<file path="config.mk">
export PLATFORM = sky130hd
export DESIGN_NAME = touch_gesture_detector_core
export DESIGN_NICKNAME = d
export VERILOG_FILES = /design/src/tgd_pkg.sv /design/src/touch_gesture_detector_core.sv /design/src/tgd_eval.sv
export SDC_FILE = /design/constraint.sdc
export NUM_CORES = 1
export LEC_CHECK = 0
export BUFFER_PORTS_ARGS = -buffer_cell sky130_fd_sc_hd__buf_2
export CAP_MARGIN = 20
export CORE_ASPECT_RATIO = 1.2
export CORE_MARGIN = 5
export CORE_UTILIZATION = 57
export DETAILED_ROUTE_END_ITERATION = 7
export GPL_ROUTABILITY_DRIVEN = 0
export PLACE_DENSITY = 0.78
export SYNTH_ARGS = -nofsm -noshare
export SYNTH_HDL_FRONTEND = slang
export SYNTH_SLANG_ARGS = --single-unit
</file>
<file path="constraint.sdc">
create_clock -name clk -period 6.5 [get_ports clk]
set_input_delay 1.3 -clock clk [delete_from_list [all_inputs] [get_ports clk]]
set_output_delay 1.3 -clock clk [all_outputs]
set_load 0.02 [all_outputs]
</file>
<file path="src/tgd_pkg.sv">
// Shared types and constants for the touch gesture detector.
// Holds the gesture codes, register indexes, reset values and state records.
// No dependencies; used by tgd_eval and touch_gesture_detector_core.
`default_nettype none

package tgd_pkg;

	localparam int unsigned READ_W  = 16;
	localparam int unsigned STAMP_W = 32;
	localparam int unsigned CFG_W   = 16;
	localparam int unsigned IDX_W   = 2;

	typedef enum logic [1:0] {
		GEST_NONE   = 2'd0,
		GEST_SINGLE = 2'd1,
		GEST_DOUBLE = 2'd2,
		GEST_HOLD   = 2'd3
	} gesture_t;

	localparam logic [IDX_W-1:0] REG_THRESHOLD  = 2'd0;
	localparam logic [IDX_W-1:0] REG_DEBOUNCE   = 2'd1;
	localparam logic [IDX_W-1:0] REG_DOUBLE_GAP = 2'd2;
	localparam logic [IDX_W-1:0] REG_HOLD_TIME  = 2'd3;

	localparam logic [CFG_W-1:0]   THRESHOLD_RST  = 16'd65;
	localparam logic [CFG_W-1:0]   DEBOUNCE_RST   = 16'd20;
	localparam logic [CFG_W-1:0]   DOUBLE_GAP_RST = 16'd250;
	localparam logic [CFG_W-1:0]   HOLD_TIME_RST  = 16'd1000;
	localparam logic [STAMP_W-1:0] STAMP_RST      = '1;

	typedef struct packed {
		logic [CFG_W-1:0] touch_threshold;
		logic [CFG_W-1:0] debounce_ms;
		logic [CFG_W-1:0] double_tap_gap_ms;
		logic [CFG_W-1:0] hold_time_ms;
	} det_cfg_t;

	typedef struct packed {
		logic               touched_before;
		logic               tap_pending;
		logic               double_on_release;
		logic               hold_active;
		logic [STAMP_W-1:0] press_stamp;
		logic [STAMP_W-1:0] release_stamp;
	} det_state_t;

endpackage

`default_nettype wire

</file>
<file path="src/touch_gesture_detector_core.sv">
// Touch gesture detector top level: stream ports, configuration registers,
// input register, detector state and result register. Uses tgd_pkg, tgd_eval.
//
// Usage:
//   Each input transfer on s_axis carries one poll: a raw capacitive reading
//   and a millisecond timestamp. Each poll yields exactly one output transfer
//   on m_axis carrying the gesture code (none, single tap, double tap, holding).
//   Configuration registers are written via cfg_we/cfg_index/cfg_data, one
//   register per cycle; only with no poll in flight, which the user must ensure.
// Timing:
//   A poll in the input register is evaluated combinationally and moves to
//   the result register (driving m_axis) unless the result is stalled. One
//   poll per cycle is sustained while m_axis_tready is high; the path between
//   the two registers holds two 32-bit subtractions and a few compares.
// Reset:
//   arst_n clears both valid flags and returns the detector state and the
//   configuration registers to their defaults (threshold 65, debounce 20 ms,
//   double-tap gap 250 ms, hold time 1000 ms; stamps all ones).
// Stall:
//   While m_axis_tready is low the result is held; one further poll is taken
//   into the input register, then s_axis_tready drops until the result moves.
`default_nettype none

module touch_gesture_detector_core (
	input  wire                          clk,
	input  wire                          arst_n,
	input  wire                          s_axis_tvalid,
	output logic                         s_axis_tready,
	input  wire  [47:0]                  s_axis_tdata,  // [15:0] touch_reading, [47:16] now_ms
	output logic                         m_axis_tvalid,
	input  wire                          m_axis_tready,
	output logic [7:0]                   m_axis_tdata,  // [1:0] gesture, [7:2] zero
	input  wire                          cfg_we,
	input  wire  [tgd_pkg::IDX_W-1:0]    cfg_index,
	input  wire  [tgd_pkg::CFG_W-1:0]    cfg_data
);

	tgd_pkg::det_cfg_t   cfg_q;
	tgd_pkg::det_state_t st_q;
	tgd_pkg::det_state_t st_next;
	tgd_pkg::gesture_t   gesture;
	tgd_pkg::gesture_t   gesture_q;

	logic                        valid_s1;
	logic [tgd_pkg::READ_W-1:0]  reading_s1;
	logic [tgd_pkg::STAMP_W-1:0] now_s1;
	logic                        out_valid_q;
	logic                        advance;

	// advance the input register into the result register when there is room
	assign advance       = !out_valid_q || m_axis_tready;
	assign s_axis_tready = !valid_s1 || advance;
	assign m_axis_tvalid = out_valid_q;
	assign m_axis_tdata  = {6'b0, gesture_q};

	always_ff @(posedge clk or negedge arst_n) begin
		if (!arst_n) begin
			cfg_q.touch_threshold   <= tgd_pkg::THRESHOLD_RST;
			cfg_q.debounce_ms       <= tgd_pkg::DEBOUNCE_RST;
			cfg_q.double_tap_gap_ms <= tgd_pkg::DOUBLE_GAP_RST;
			cfg_q.hold_time_ms      <= tgd_pkg::HOLD_TIME_RST;
		end else if (cfg_we) begin
			unique case (cfg_index)
				tgd_pkg::REG_THRESHOLD:  cfg_q.touch_threshold   <= cfg_data;
				tgd_pkg::REG_DEBOUNCE:   cfg_q.debounce_ms       <= cfg_data;
				tgd_pkg::REG_DOUBLE_GAP: cfg_q.double_tap_gap_ms <= cfg_data;
				tgd_pkg::REG_HOLD_TIME:  cfg_q.hold_time_ms      <= cfg_data;
			endcase
		end
	end

	always_ff @(posedge clk or negedge arst_n) begin
		if (!arst_n) begin
			valid_s1 <= 1'b0;
		end else if (s_axis_tready) begin
			valid_s1 <= s_axis_tvalid;
		end
	end

	always_ff @(posedge clk) begin
		if (s_axis_tready && s_axis_tvalid) begin
			reading_s1 <= s_axis_tdata[15:0];
			now_s1     <= s_axis_tdata[47:16];
		end
	end

	tgd_eval u_eval (
		.cfg     (cfg_q),
		.st      (st_q),
		.reading (reading_s1),
		.now_ms  (now_s1),
		.st_next (st_next),
		.gesture (gesture)
	);

	always_ff @(posedge clk or negedge arst_n) begin
		if (!arst_n) begin
			st_q.touched_before    <= 1'b0;
			st_q.tap_pending       <= 1'b0;
			st_q.double_on_release <= 1'b0;
			st_q.hold_active       <= 1'b0;
			st_q.press_stamp       <= tgd_pkg::STAMP_RST;
			st_q.release_stamp     <= tgd_pkg::STAMP_RST;
			out_valid_q            <= 1'b0;
		end else if (advance) begin
			out_valid_q <= valid_s1;
			if (valid_s1) begin
				st_q <= st_next;
			end
		end
	end

	always_ff @(posedge clk) begin
		if (advance && valid_s1) begin
			gesture_q <= gesture;
		end
	end

`ifndef SYNTHESIS
	// holding, a pending tap and an armed double tap exclude one another
	assert property (@(posedge clk) disable iff (!arst_n)
		$onehot0({st_q.hold_active, st_q.tap_pending, st_q.double_on_release}))
		else $error("gesture flags overlap");

	// a holding result leaves the hold flag set
	assert property (@(posedge clk) disable iff (!arst_n)
		(m_axis_tvalid && (gesture_q == tgd_pkg::GEST_HOLD)) |-> st_q.hold_active)
		else $error("holding reported without hold flag");

	// a double tap result disarms the double-tap flag
	assert property (@(posedge clk) disable iff (!arst_n)
		(m_axis_tvalid && (gesture_q == tgd_pkg::GEST_DOUBLE)) |-> !st_q.double_on_release)
		else $error("double tap reported while still armed");

	// state moves only when a poll is evaluated
	assert property (@(posedge clk) disable iff (!arst_n)
		!(valid_s1 && advance) |=> $stable(st_q))
		else $error("detector state changed without a poll");
`endif

endmodule

`default_nettype wire

</file>
<file path="src/tgd_eval.sv">
// Per-poll gesture evaluation: next detector state and the event for one poll.
// Purely combinational; uses tgd_pkg for the state, configuration and codes.
`default_nettype none

module tgd_eval (
	input  wire tgd_pkg::det_cfg_t            cfg,
	input  wire tgd_pkg::det_state_t          st,
	input  wire [tgd_pkg::READ_W-1:0]         reading,
	input  wire [tgd_pkg::STAMP_W-1:0]        now_ms,
	output tgd_pkg::det_state_t               st_next,
	output tgd_pkg::gesture_t                 gesture
);

	logic                        touched;
	logic [tgd_pkg::STAMP_W-1:0] since_release;
	logic [tgd_pkg::STAMP_W-1:0] since_press;
	logic [tgd_pkg::STAMP_W-1:0] release_after;
	logic [tgd_pkg::STAMP_W-1:0] press_after;
	logic [tgd_pkg::STAMP_W-1:0] deb_ext;
	logic [tgd_pkg::STAMP_W-1:0] gap_ext;
	logic [tgd_pkg::STAMP_W-1:0] hold_ext;
	logic                        press_edge;
	logic                        release_edge;
	logic                        hold_window;

	always_comb begin
		touched  = reading <= cfg.touch_threshold;
		deb_ext  = {{(tgd_pkg::STAMP_W-tgd_pkg::CFG_W){1'b0}}, cfg.debounce_ms};
		gap_ext  = {{(tgd_pkg::STAMP_W-tgd_pkg::CFG_W){1'b0}}, cfg.double_tap_gap_ms};
		hold_ext = {{(tgd_pkg::STAMP_W-tgd_pkg::CFG_W){1'b0}}, cfg.hold_time_ms};

		// elapsed times wrap modulo 2^32
		since_release = now_ms - st.release_stamp;
		since_press   = now_ms - st.press_stamp;

		press_edge   = touched && !st.touched_before && (since_release > deb_ext);
		release_edge = !touched && st.touched_before && (since_press > deb_ext);

		// a fresh edge restamps to now, so its elapsed time drops to zero
		release_after = release_edge ? '0 : since_release;
		press_after   = press_edge ? '0 : since_press;

		// keep testing hold through short dropouts inside the debounce window
		hold_window = touched || (since_press <= deb_ext);

		st_next = st;
		gesture = tgd_pkg::GEST_NONE;
		st_next.touched_before = touched;

		if (press_edge) begin
			st_next.press_stamp = now_ms;
			if ((since_release < gap_ext) && !st.double_on_release && st.tap_pending) begin
				st_next.double_on_release = 1'b1;
				st_next.tap_pending       = 1'b0;
			end else begin
				st_next.double_on_release = 1'b0;
			end
		end else if (release_edge) begin
			st_next.release_stamp = now_ms;
			if (st.hold_active) begin
				st_next.hold_active = 1'b0;
			end else if (!st.double_on_release) begin
				st_next.tap_pending = 1'b1;
			end else begin
				gesture                   = tgd_pkg::GEST_DOUBLE;
				st_next.double_on_release = 1'b0;
			end
		end

		if (!touched && (release_after >= gap_ext) && st_next.tap_pending) begin
			gesture             = tgd_pkg::GEST_SINGLE;
			st_next.tap_pending = 1'b0;
		end

		if (hold_window && (press_after >= hold_ext)) begin
			gesture = tgd_pkg::GEST_HOLD;
			if (!st_next.hold_active) begin
				st_next.double_on_release = 1'b0;
				st_next.tap_pending       = 1'b0;
				st_next.hold_active       = 1'b1;
			end
		end
	end

endmodule

`default_nettype wire
</file>
# Word level (Yosys, flattened, before mapping)
# Cells that the tools add are included.
# classes
add_sub_neg	2
n_eq_ne	3
mux	17
magnitude_cmp	7
bitwise	1
n_reduce_logical	28
# op_table
op	count
$ge 32x16->1	2
$gt 32x16->1	2
$mux 32	2
$sub 32x32->32	2
$le 32x16->1	1
$lt 32x16->1	1
$le 16x16->1	1
$mux 2	7
$logic_and 1x1->1	11
$reduce_and 2->1	5
$mux 3	3
$logic_not 1->1	5
$mux 1	5
$eq 2x2->1 const B	2
$reduce_and 4->1	1
$logic_or 1x1->1	3
$reduce_and 3->1	1
$eq 2x1->1 const B	1
$logic_not 2->1	1
$reduce_or 2->1	1
$not 1->1	1
# word_totals
ff_bits	184
elab_cells	74

# Depth between registers and ports, before layout
# Gate-level depths: netlist of the first run.
# depth
depth_word	11
depth_mapped	32
mapped_depth_nobuf	30

# By module
# From an unflattened synthesis of the first run, not the netlist that was laid out.
# unflattened
hier_cells	1450
hier_area_um2	13870.8
# by_module_without_submodules
mod	cells_per_inst	area_each_um2	seq_area_each_um2	n_inst
tgd_eval	1105	7208.2	0.0	1
touch_gesture_detector_core	345	6662.6	4954.8	1

# Least setup slack after synthesis of the first run
# Ideal clock, no wire load.
# synth_timing
path_type	register -> register
start	register st_q[0] (netlist bit)
end	register gesture_q[1], data pin
path_stages_with_launch	32
synth_period_minus_slack_ps	6386
t_arrival_ps	6121
setup_time_ps	265
slack_ps	114
t_required_ps	6235
path_cell_list	dfstp_2 ha_1 inv_1 fa_1 a21o_1 a221oi_2 o31ai_2 a21oi_1 xnor2_1 ha_1 a21o_1 a21oi_1 o21ai_0 a311oi_1 nor3_1 or4_1 and3_1 buf_6 clkbuf_4 or2_1 ha_1 nand2b_1 a21o_1 a21o_1 a21o_1 a21o_1 a211o_1 a21oi_1 o21ai_0 o21a_1 nor2_1 o21ai_0
# synth_via
elab_chain_len	8
# synth_lines
item	line	text
start, declared	touch_gesture_detector_core.sv:39	tgd_pkg::det_state_t st_q;
start signal, assigned	touch_gesture_detector_core.sv:108	st_q <= st_next;
$sub 32x32->32 *	tgd_eval.sv:33	since_release = now_ms - st.release_stamp;
parallel branches: the longest is 7 deep, another holds $gt 32x16->1	--	
end signal, assigned	touch_gesture_detector_core.sv:115	gesture_q <= gesture;
end, declared	touch_gesture_detector_core.sv:42	tgd_pkg::gesture_t gesture_q;
# Mark *: on every way between the ends.
# A chain may end at the register's enable or synchronous reset.

# Final worst setup path of the first run
# layout_timing
start	register st_q[4] (netlist bit)
end	register gesture_q[1], data pin
# The elaborated chain is that of the path after synthesis.

==> key figures, run 1 <==
Run status
  • Status: finished clean

Logic synthesis
  • Synth warn: 0
  • Mapped cell area: 13,600 um^2
  • Post-Synth Adder-Cell Area: 14.7%
  • Area contributors post-synth: dfstp_2 (15%), ha_1 (14%), edfxtp_1 (11%), dfrtp_1 (9.9%), mux2_2 (4.5%)
  • Ys async rst share: 72.8%
  • XOR/XNOR Fraction of Synth Area: 2.76%
  • Library cells used by synthesis: 84
  • Yosys top cell area share: 15.4%
  • Leading area contributor after synthesis: dfstp_2
  • Count leader, synth: ha_1
  • Gate Count Post-Synth: 1,424
  • Yosys reg bits: 184
  • Synth Area per Inst: 9.57 um^2
  • Synth cell count leaders: ha_1 (157), inv_1 (146), nand2_1 (126)
  • Post-synth EDFFs: 50
  • Largest family of logic cells by synthesized area: compound AO/OA/AOI/OAI gates
  • Post-synthesis compound-gate area fraction: 18.0%
  • Synth Area in Simple Gates: 13.8%
  • Mux contribution to synthesized area: 7.95%
  • Post-synth top flop: dfstp_2
  • Sequential-to-total area share from yosys stat: 36.4%

Clock tree
  • Number of sinks driven by the clock tree: 184
  • CTS Buf Count: 17
  • CTS Root Cell: clkbuf_16
  • Clk_lat worst skew: 0.45 ns
  • Clk buf depth: 2
  • # H-tree levels: 4
  • Clk pin slew, worst setup/hold paths: 0.08 ns
  • CTS tree: built

STA
  • Slew @ Worst Pin: 0.896 ns
  • Final WS setup: 0.110 ns
  • Fraction of the cycle the final worst path needs: 98.3%
  • Worst slew margin: 40.1%
  • Final hold viol count: 0
  • Final Critical Period: 6.39 ns
  • # setup viols final: 0
  • Final Skew: 0.0148 ns
  • F_max: 156 MHz
  • Final Max Tran Viols: 0

Detailed routing
  • Final WL: 36.1 mm
  • # DRC: 0
  • 1st-iter DRT viols: 851
  • Avg WL per Cell: 19.4 um
  • Antenna Nets Post-Route: 0
  • First drt pass iteration count: 6
  • Vias: 11.5k
  • Vias per cell: 6.14

Power and ir drop
  • VDD IR max: 0.267 mV
  • Leak: 7.02 nW
  • Power Total: 8.28 mW
  • PD cells: 538 nW/um^2

Setup path
  • Critical Path Start Type: flip-flop
  • Worst path max stage delay: 0.52 ns
  • Reg2reg end: gesture_q[1]
  • FF-to-FF path depth: 29
  • WS Path Type: flip-flop to flip-flop
  • CP required: 6.69 ns
  • R2R Path Start: st_q[4]
  • CP Capture Type: flip-flop
  • Crit Path Max Fanout: 3
  • R2R Setup Slk: 0.11 ns
  • Critical path data arrival time: 6.58 ns
  • Crit-path slowest cell: dfstp_2
  • Cell repeated most along the worst path: a21o_1

GRT
  • First-pass GRT wire length: 57.3 mm
  • Vias in the first global route: 11.4k
  • Total track usage: 26.9%
  • GRT overflow: 0
  • Initial antenna violation count: 0
  • Largest net degree at the start of global routing: 69

Floorplanning
  • Die span in y: 179 um
  • Initial Util: 57.4%
  • Io pins: 81
  • Core area: 23,700 um^2
  • Rows: 62
  • Die area: 27,100 um^2
  • Die W: 151 um

Layout
  • Final net count: 1,762
  • Share of post-route cells with drive strength above 1: 25.0%
  • Ant. Diodes: 0
  • Final core occ: 64.8%
  • Filler-free cell count of the finished design: 1,865
  • Area Growth Syn to Fin: 12.9%
  • Final instance area: 15,400 um^2

Flow run
  • Total of max-cap violations: 0

Place
  • Dpl cells: 1,826
  • Post-DP HPWL: 27.4 mm
  • Place WS: -0.139 ns
  • Port Buffers: 74
  • Placed cell area: 14,600 um^2

Min path
  • Hold-critical path depth: 1
  • Hold Path Origin: valid_s1
  • Tightest Hold Check Type: flip-flop to flip-flop
  • WHS Endpoint: m_axis_tvalid
per-layer routing:
metal,up-vias,GRT usage [%],wire length (um)
met5,-,0,0
met3,137,3.75,1900
met1,5513,31.8,14400
met2,455,47.4,17900
li1,5349,-,-
met4,0,13.9,1940
worst max path at each step:
stage | from | to | slack [ns]
5_1_grt | st_q[5] | gesture_q[1] | -0.09
6_report | st_q[4] | gesture_q[1] | 0.11
4_1_cts | st_q[4] | gesture_q[1] | 0.007
3_3_place_gp | st_q[0] | gesture_q[1] | -0.02
2_1_floorplan | st_q[0] | gesture_q[1] | 0.11
3_5_place_dp | st_q[0] | gesture_q[1] | -0.14
layout make-up:
| class | count | area (um^2) |
|---|---|---|
| sequential | 184 | 4950 |
| clock inverter | 8 | 63.8 |
| fill | 1903 | 8350 |
| multi-input combinational | 1045 | 7990 |
| clock buffer | 24 | 557 |
| tap | 320 | 400 |
| timing repair buffer | 138 | 873 |
| inverter | 146 | 548 |
registers in the layout, summed over array words and instances (netlist names):
register,flops
st_q,68
cfg_q,64
now_s1,32
reading_s1,16
gesture_q,2
m_axis_tvalid,1
valid_s1,1
per-stage QoR:
step	setup TNS (ns)	hold slack, ns
3_3_place_gp	-0.0196	0.472
5_1_grt	-0.287	0.505
2_1_floorplan	0	0.457
3_5_place_dp	-0.198	0.482
4_1_cts	0	0.496
6_report	0	0.492
what timing repair did:
item,in CTS,in global routing
pin swaps,3,29
gates resized for setup,6,36
setup endpoints to repair,5,5
hold buffers,0,0
buffers inserted,1,6
placed cells by master (no fill, tap or decap), types with 8 or more instances in the layout:
master / n
inv_1: 144
xor2_1: 19
nor2_1: 58
xnor2_1: 20
or3_1: 8
o21ai_0: 99
edfxtp_1: 50
buf_4: 62
mux2_4: 29
ha_1: 154
nor2b_1: 40
mux2_2: 54
dfrtp_1: 54
nand2b_1: 13
buf_2: 73
o21a_1: 16
nand3_1: 15
a21o_1: 37
a21oi_1: 87
dfstp_2: 80
a31oi_1: 10
a211oi_1: 11
nor3_1: 18
o211ai_1: 19
clkbuf_16: 21
nand2_1: 125
nand4_1: 42
critical path: cells and delay by family (launching register included):
kind / cells / cell delay (ns)
adder cells (fa/ha/maj): 3 / 0.92
XOR/XNOR: 1 / 0.17
AND/OR/NAND/NOR: 7 / 1.47
flip-flops: 1 / 0.52
AO/OA/AOI/OAI: 17 / 2.97
buffers and inverters: 1 / 0.04
logic make-up (layout without fill, tap and decap cells):
| logic type | Yosys count | count (layout) |
|---|---|---|
| XOR/XNOR | 43 | 43 |
| flip-flops | 184 | 184 |
| adder cells (fa/ha/maj) | 159 | 159 |
| AO/OA/AOI/OAI | 380 | 380 |
| buffers and inverters | 200 | 316 |
| multiplexers | 87 | 87 |
| AND/OR/NAND/NOR | 370 | 370 |
| other | 1 | 6 |
power breakdown:
part           switching (mW)  leakage, nW  internal (mW)
logic                    3.05         4.74           2.31
clock network           0.477        0.309          0.610
registers               0.166         1.96           1.66
Power figures use the tool's default switching activity.
==> run 2, diff against run 1 <==
--- a/config.mk
+++ b/config.mk
@@ -12,7 +12,9 @@
 export CORE_UTILIZATION = 57
 export DETAILED_ROUTE_END_ITERATION = 7
 export GPL_ROUTABILITY_DRIVEN = 0
+export GPL_TIMING_DRIVEN = 0
 export PLACE_DENSITY = 0.78
+export SETUP_SLACK_MARGIN = 0.2
 export SYNTH_ARGS = -nofsm -noshare
 export SYNTH_HDL_FRONTEND = slang
 export SYNTH_SLANG_ARGS = --single-unit
==> run 2 against run 1 <==
The run now ends with negative setup slack left. Die area unchanged. Power decreased by 1.2%. First-iteration DRC count increased by 16%. Worst setup slack got worse by 0.23 ns. Non-clock buffer count increased by 11. Worst hold slack improved by 0.012 ns. Critical path type unchanged. Largest cell class unchanged.
==> key figures, run 2 (synthesis results as in run 1) <==
Run status
  • Status: finished with violations
  • Failing checks: negative setup slack

STA
  • Final WS setup: -0.117 ns (-0.227 ns)
  • Worst slew margin: 24.6% (-15 points)
  • Final Skew: 0.0148 ns (+0.0000844 ns)
  • # setup viols final: 4 (+4)
  • Final Max Tran Viols: 0 (unchanged)
  • Post-route setup TNS: -0.318 ns (-0.318 ns)
  • RSZ-0062 raised after global routing: yes
  • Slew @ Worst Pin: 1.11 ns (+0.218 ns)
  • F_max: 151 MHz (-3.4%)
  • Final Critical Period: 6.62 ns (+0.227 ns)
  • Fraction of the cycle the final worst path needs: 102% (+3.5 points)
  • Final hold viol count: 0 (unchanged)

Layout
  • Ant. Diodes: 0 (unchanged)
  • Max reg flops: 68 (unchanged)
  • Area occupied by multi-input gates: 8080 um^2 (+1.1%)
  • Register bank with the most flops: st_q
  • Final core occ: 65.3% (+0.46 points)
  • FF/Latch Area: 4950 um^2 (unchanged)
  • Share of post-route cells with drive strength above 1: 24.2% (-0.82 points)
  • Final instance area: 15,500 um^2 (+0.71%)
  • Most common cell after layout, fill and taps aside: ha_1
  • Area Growth Syn to Fin: 13.7%
  • Filler cells: 1,885 (-0.95%)
  • Most frequent cells in the layout: ha_1 (154), inv_1 (144), nand2_1 (125)
  • Largest regs: st_q: 68 flops, cfg_q: 64 flops, now_s1: 32 flops
  • Final net count: 1,773 (+0.62%)

Power and ir drop
  • P_sw: 3.73 mW (+1.0%)
  • Power Total: 8.17 mW (-1.2%)
  • Clk pwr share: 13.1% (about the same)
  • P_int: 4.44 mW (-3.0%)
  • PD cells: 527 nW/um^2 (-1.9%)
  • Leak: 6.99 nW (-0.34%)
  • Comb power frac: 64.5% (-0.3 points)
  • VDD IR max: 0.241 mV (-9.7%)
  • Sw Share: 45.6% (+1.0 points)
  • Seq pwr share: 22.4% (+0.3 points)

Detailed routing
  • # DRC: 0 (unchanged)
  • Antenna Nets Post-Route: 0 (unchanged)
  • First drt pass iteration count: 5 (-1)
  • 1st-iter DRT viols: 983 (+16%)
  • Final WL: 35.6 mm (-1.5%)
  • Vias: 11.4k (-0.54%)
  • Avg WL per Cell: 19.0 um (-2.1%)
  • Vias per cell: 6.07 (-1.1%)

Setup path
  • CP Capture Type: flip-flop
  • Worst path max stage delay: 0.74 ns (+0.22 ns)
  • Reg2reg end: st_q[65]
  • WP buf/inv: 4 (+3)
  • WS Path Type: flip-flop to flip-flop
  • Cell repeated most along the worst path: a21o_1
  • Critical Path Start Type: flip-flop
  • R2R Setup Slk: -0.12 ns (-0.23 ns)
  • Critical path data arrival time: 7.01 ns (+0.43 ns)
  • R2R Path Start: st_q[0]
  • Family with the most delay on the worst path: compound AO/OA/AOI/OAI gates
  • Crit-path slowest cell: a2111oi_0
  • Crit Path Max Fanout: 3 (unchanged)
  • CP required: 6.89 ns (+0.20 ns)
  • FF-to-FF path depth: 28 (-3.4%)

Min path
  • Tightest Hold Check Type: flip-flop to flip-flop
  • WHS Endpoint: m_axis_tvalid
  • Hold Path Origin: valid_s1
  • Hold-critical path depth: 1 (unchanged)

GRT
  • First-pass GRT wire length: 58.0 mm (+1.2%)
  • Initial antenna violation count: 0 (unchanged)
  • Vias in the first global route: 11.6k (+1.7%)
  • GRT overflow: 0 (unchanged)
  • Total track usage: 27.1% (+0.21 points)
  • Largest net degree at the start of global routing: 92 (+33%)

Floorplanning
  • Core area: 23,700 um^2 (unchanged)
  • Io pins: 81 (unchanged)
  • Initial Util: 57.4% (unchanged)
  • Die area: 27,100 um^2 (unchanged)
  • Die span in y: 179 um (unchanged)
  • Rows: 62 (unchanged)
  • Die W: 151 um (unchanged)

Place
  • Place WS: -1.01 ns (-0.872 ns)
  • Placed cell area: 14,500 um^2 (-0.42%)
  • Port Buffers: 74 (unchanged)
  • Post-DP HPWL: 27.0 mm (-1.3%)

Flow run
  • Total of max-cap violations: 0 (unchanged)

Clock tree
  • Clk pin slew, worst setup/hold paths: 0.08 ns (about the same)
  • CTS Buf Count: 17 (unchanged)
  • Number of sinks driven by the clock tree: 184 (unchanged)
  • Clk_lat worst skew: 0.47 ns (+0.02 ns)
  • # H-tree levels: 4 (unchanged)
  • CTS Root Cell: clkbuf_16
  • CTS tree: built
  • Clk buf depth: 2 (unchanged)
## run 2: cell count changes in the layout (fill, tap and decap cells not counted), moves of 4 or more
cell,before,now
clkbuf_1,1,31
inv_8,0,5
buf_6,2,6
buf_4,62,25
## run 2: cell type report
class / count / area share (%)
multi-input cells: 1045 / 52.1
well taps: 320 / 2.58
flip-flops and latches: 184 / 32.0
inverters: 146 / 3.54
clock inverters: 15 / 1.14
plain buffers: 54 / 2.22
clock buffers: 17 / 2.74
repair buffers: 95 / 3.68
## run 2: worst register-to-register path: cells and delay by family, from the launching register on
family | cells | cell delay (ns)
adders and majority gates | 3 | 0.77
and+or+nand+nor | 4 | 1.01
DFF | 1 | 0.55
buffers and inverters | 4 | 0.48
AOI/OAI and AO/OA | 16 | 3.57
xor gates and xnor gates | 1 | 0.14
## run 2: worst max path at each step
stage | startpoint | end | slack (ns) | depth (start not counted)
after floorplan | st_q[0] | gesture_q[1] | 0.20 | 31
after global placement | st_q[4] | gesture_q[1] | -0.94 | 30
after detailed placement | st_q[4] | gesture_q[1] | -1.01 | 30
after CTS | st_q[0] | st_q[65] | -0.21 | 31
after global routing | st_q[4] | st_q[65] | -0.42 | 30
final | st_q[0] | st_q[65] | -0.12 | 28
## run 2: per-stage QoR
step           instances  hold slack, ns
4_1_cts             1872           0.505
3_3_place_gp        1823           0.468
3_5_place_dp        1825           0.482
2_1_floorplan       1429           0.457
6_report            1876           0.504
5_1_grt             1876           0.525
## run 2: routing by layer
metal  share of wire, %  global-route usage [%]  vias up
met5                  0                       0        -
met1                 40                    31.4     5476
met4                5.5                    14.5        0
li1                   -                       -     5377
met3                5.3                    4.73      131
met2                 50                    47.6      408
## run 2: power by group through the flow
stage	combinational, mW	sequential [mW]	clock (mW)
after floorplan	3.63	1.79	0
after global placement	4.57	1.83	0
after detailed placement	4.74	1.84	0
after CTS	5.08	1.83	1.08
after global routing	5.82	1.86	1.14
final	5.27	1.83	1.07
## run 2: what timing repair did
action                                  CTS  global route
hold buffers                              0             0
endpoints found under the setup margin    5             5
gates resized for setup                  44            18
setup buffers                            15             4
pin swaps                                34            22
==> run 3, diff against run 2 <==
--- a/config.mk
+++ b/config.mk
@@ -7,7 +7,6 @@
 export LEC_CHECK = 0
 export BUFFER_PORTS_ARGS = -buffer_cell sky130_fd_sc_hd__buf_2
 export CAP_MARGIN = 20
-export CORE_ASPECT_RATIO = 1.2
 export CORE_MARGIN = 5
 export CORE_UTILIZATION = 57
 export DETAILED_ROUTE_END_ITERATION = 7
==> run 3 against run 2 <==
The flow still finishes with violations (negative setup slack). Cell count stayed put. Via count is 0.59% lower. Worst setup slack better by 0.092 ns. Sequential power hardly changed. Critical path depth is 3 higher. Highest routed layer unchanged. Core utilization is 0.86 points higher. First-iteration DRC count is 25% lower. Combinational power is 2% higher. Routed wire length is 3.5% lower.
==> key figures, run 3 (synthesis results as in run 1) <==
Run status
  • Status: finished with violations
  • Failing checks: negative setup slack

Clock tree
  • # H-tree levels: 4 (unchanged)
  • Clk pin slew, worst setup/hold paths: 0.09 ns (about the same)
  • Clk buf depth: 2 (unchanged)
  • CTS tree: built
  • CTS Buf Count: 17 (unchanged)
  • Clk_lat worst skew: 0.46 ns (about the same)
  • Number of sinks driven by the clock tree: 184 (unchanged)
  • CTS Root Cell: clkbuf_16

Floorplanning
  • Core area: 23,500 um^2 (-0.82%)
  • Die span in y: 165 um (-8.2%)
  • Die W: 165 um (+8.9%)
  • Rows: 56 (-9.7%)
  • Initial Util: 57.9% (+0.48 points)
  • Die area: 27,100 um^2 (about the same)
  • Io pins: 81 (unchanged)

STA
  • Worst slew margin: 40.2% (+16 points)
  • Final hold viol count: 0 (unchanged)
  • # setup viols final: 2 (-2)
  • Final Skew: 0.0207 ns (+0.00591 ns)
  • RSZ-0062 raised after global routing: yes
  • Final WS setup: -0.0249 ns (+0.0920 ns)
  • Post-route setup TNS: -0.0329 ns (+0.286 ns)
  • Final Max Tran Viols: 0 (unchanged)
  • F_max: 153 MHz (+1.4%)
  • Final Critical Period: 6.52 ns (-0.0920 ns)
  • Fraction of the cycle the final worst path needs: 100% (-1.4 points)
  • Slew @ Worst Pin: 0.891 ns (-0.223 ns)

Setup path
  • CP Capture Point: st_q[65]
  • WP buf/inv: 3 (-1)
  • Crit Path Max Fanout: 3 (unchanged)
  • Reg2reg end: st_q[65]
  • Cell repeated most along the worst path: a21o_1
  • R2R Setup Slk: -0.02 ns (+0.09 ns)
  • R2R Path Start: st_q[0]
  • FF-to-FF path depth: 31 (+11%)
  • Critical Path Start Type: flip-flop
  • WS Path Type: flip-flop to flip-flop
  • Start point of the critical path: st_q[0]
  • CP Capture Type: flip-flop
  • Stages on worst setup path: 31 (+11%)
  • Worst path max stage delay: 0.56 ns (-0.18 ns)
  • Crit-path slowest cell: dfstp_2
  • CP required: 6.89 ns (about the same)
  • Family with the most delay on the worst path: compound AO/OA/AOI/OAI gates
  • Critical path data arrival time: 6.91 ns (-0.10 ns)

Power and ir drop
  • Comb power frac: 65.0% (+0.5 points)
  • Sw Share: 45.7% (+0.046 points)
  • Seq pwr share: 22.3% (about the same)
  • P_sw: 3.76 mW (+0.78%)
  • PD cells: 528 nW/um^2 (+0.19%)
  • Leak: 7.02 nW (+0.44%)
  • P_int: 4.47 mW (+0.59%)
  • VDD IR max: 0.219 mV (-8.9%)
  • Clk pwr share: 12.8% (-0.3 points)

Detailed routing
  • First drt pass iteration count: 5 (unchanged)
  • 1st-iter DRT viols: 733 (-25%)
  • Final WL: 34.3 mm (-3.5%)
  • Avg WL per Cell: 18.3 um (-3.5%)
  • Vias: 11.3k (-0.59%)
  • Antenna Nets Post-Route: 0 (unchanged)
  • # DRC: 0 (unchanged)
  • Vias per cell: 6.04 (-0.59%)

Layout
  • Share of post-route cells with drive strength above 1: 24.6% (+0.37 points)
  • Most common cell after layout, fill and taps aside: ha_1
  • Register bank with the most flops: st_q
  • Max reg flops: 68 (unchanged)
  • Largest regs: st_q: 68 flops, cfg_q: 64 flops, now_s1: 32 flops
  • FF/Latch Area: 4950 um^2 (unchanged)
  • Filler cells: 1,870 (-0.80%)
  • Most frequent cells in the layout: ha_1 (153), inv_1 (145), nand2_1 (125)
  • Ant. Diodes: 0 (unchanged)
  • Final core occ: 66.2% (+0.86 points)
  • Final net count: 1,774 (+0.056%)
  • Area Growth Syn to Fin: 14.3%
  • Area occupied by multi-input gates: 8150 um^2 (+0.88%)

GRT
  • Total track usage: 25.6% (-1.5 points)
  • First-pass GRT wire length: 55.5 mm (-4.4%)
  • Vias in the first global route: 11.2k (-2.9%)
  • GRT overflow: 0 (unchanged)
  • Largest net degree at the start of global routing: 84 (-8.7%)
  • Initial antenna violation count: 0 (unchanged)

Min path
  • Hold Path Origin: valid_s1
  • Hold-critical path depth: 1 (unchanged)
  • Tightest Hold Check Type: flip-flop to flip-flop

Place
  • Post-DP HPWL: 26.0 mm (-3.7%)
  • Place WS: -0.839 ns (+0.172 ns)
  • Port Buffers: 74 (unchanged)

Flow run
  • Total of max-cap violations: 0 (unchanged)
[run 3: cell count changes in the layout (fill, tap and decap cells not counted), sizes merged]
cell	before	now
clkbuf	52	53
clkinvlp	3	1
clkinv	3	6
bufinv	1	0
[run 3: stage by stage]
| step | hold WS [ns] | instances | power, mW | instance area [um^2] |
|---|---|---|---|---|
| final | 0.496 | 1876 | 8.23 | 15600 |
| after global routing | 0.522 | 1876 | 8.85 | 15600 |
| after CTS | 0.501 | 1871 | 7.98 | 15400 |
| after detailed placement | 0.493 | 1824 | 6.56 | 14500 |
| after global placement | 0.466 | 1822 | 6.39 | 14400 |
| after floorplan | 0.457 | 1429 | 5.43 | 13700 |
[run 3: routing by layer]
metal	track usage [%]	routed length, um
met5	0	0
met4	10.6	1190
met3	3.67	1910
met2	43.3	16600
met1	33.0	14600
[run 3: area by class of cell]
cell class | instances | area share [%]
clock inverter | 15 | 1.11
timing repair buffer | 96 | 3.71
sequential | 184 | 31.8
inverter | 146 | 3.52
tap | 319 | 2.56
clock buffer | 17 | 2.73
multi-input combinational | 1045 | 52.3
buffer | 54 | 2.22
[run 3: worst min-delay path by stage]
stage | endpoint
final | m_axis_tvalid
after global routing | st_q[21]
after CTS | m_axis_tvalid
after detailed placement | m_axis_tvalid
after global placement | m_axis_tvalid
after floorplan | m_axis_tvalid
[run 3: repair_timing]
item | 4_1_cts | 5_1_grt
setup endpoints to repair | 5 | 5
resized for setup | 43 | 30
endpoints found under the hold margin | 0 | 0
setup buffers | 15 | 5
pin swaps | 29 | 17
hold buffers | 0 | 0
[run 3: power by group through the flow]
stage                     Combinational, mW  Clock (mW)  Sequential, mW
final                                  5.35        1.05            1.83
after floorplan                        3.63           0            1.79
after global routing                   5.86        1.12            1.87
after detailed placement               4.72           0            1.84
after global placement                 4.56           0            1.83
after CTS                              5.08        1.07            1.83
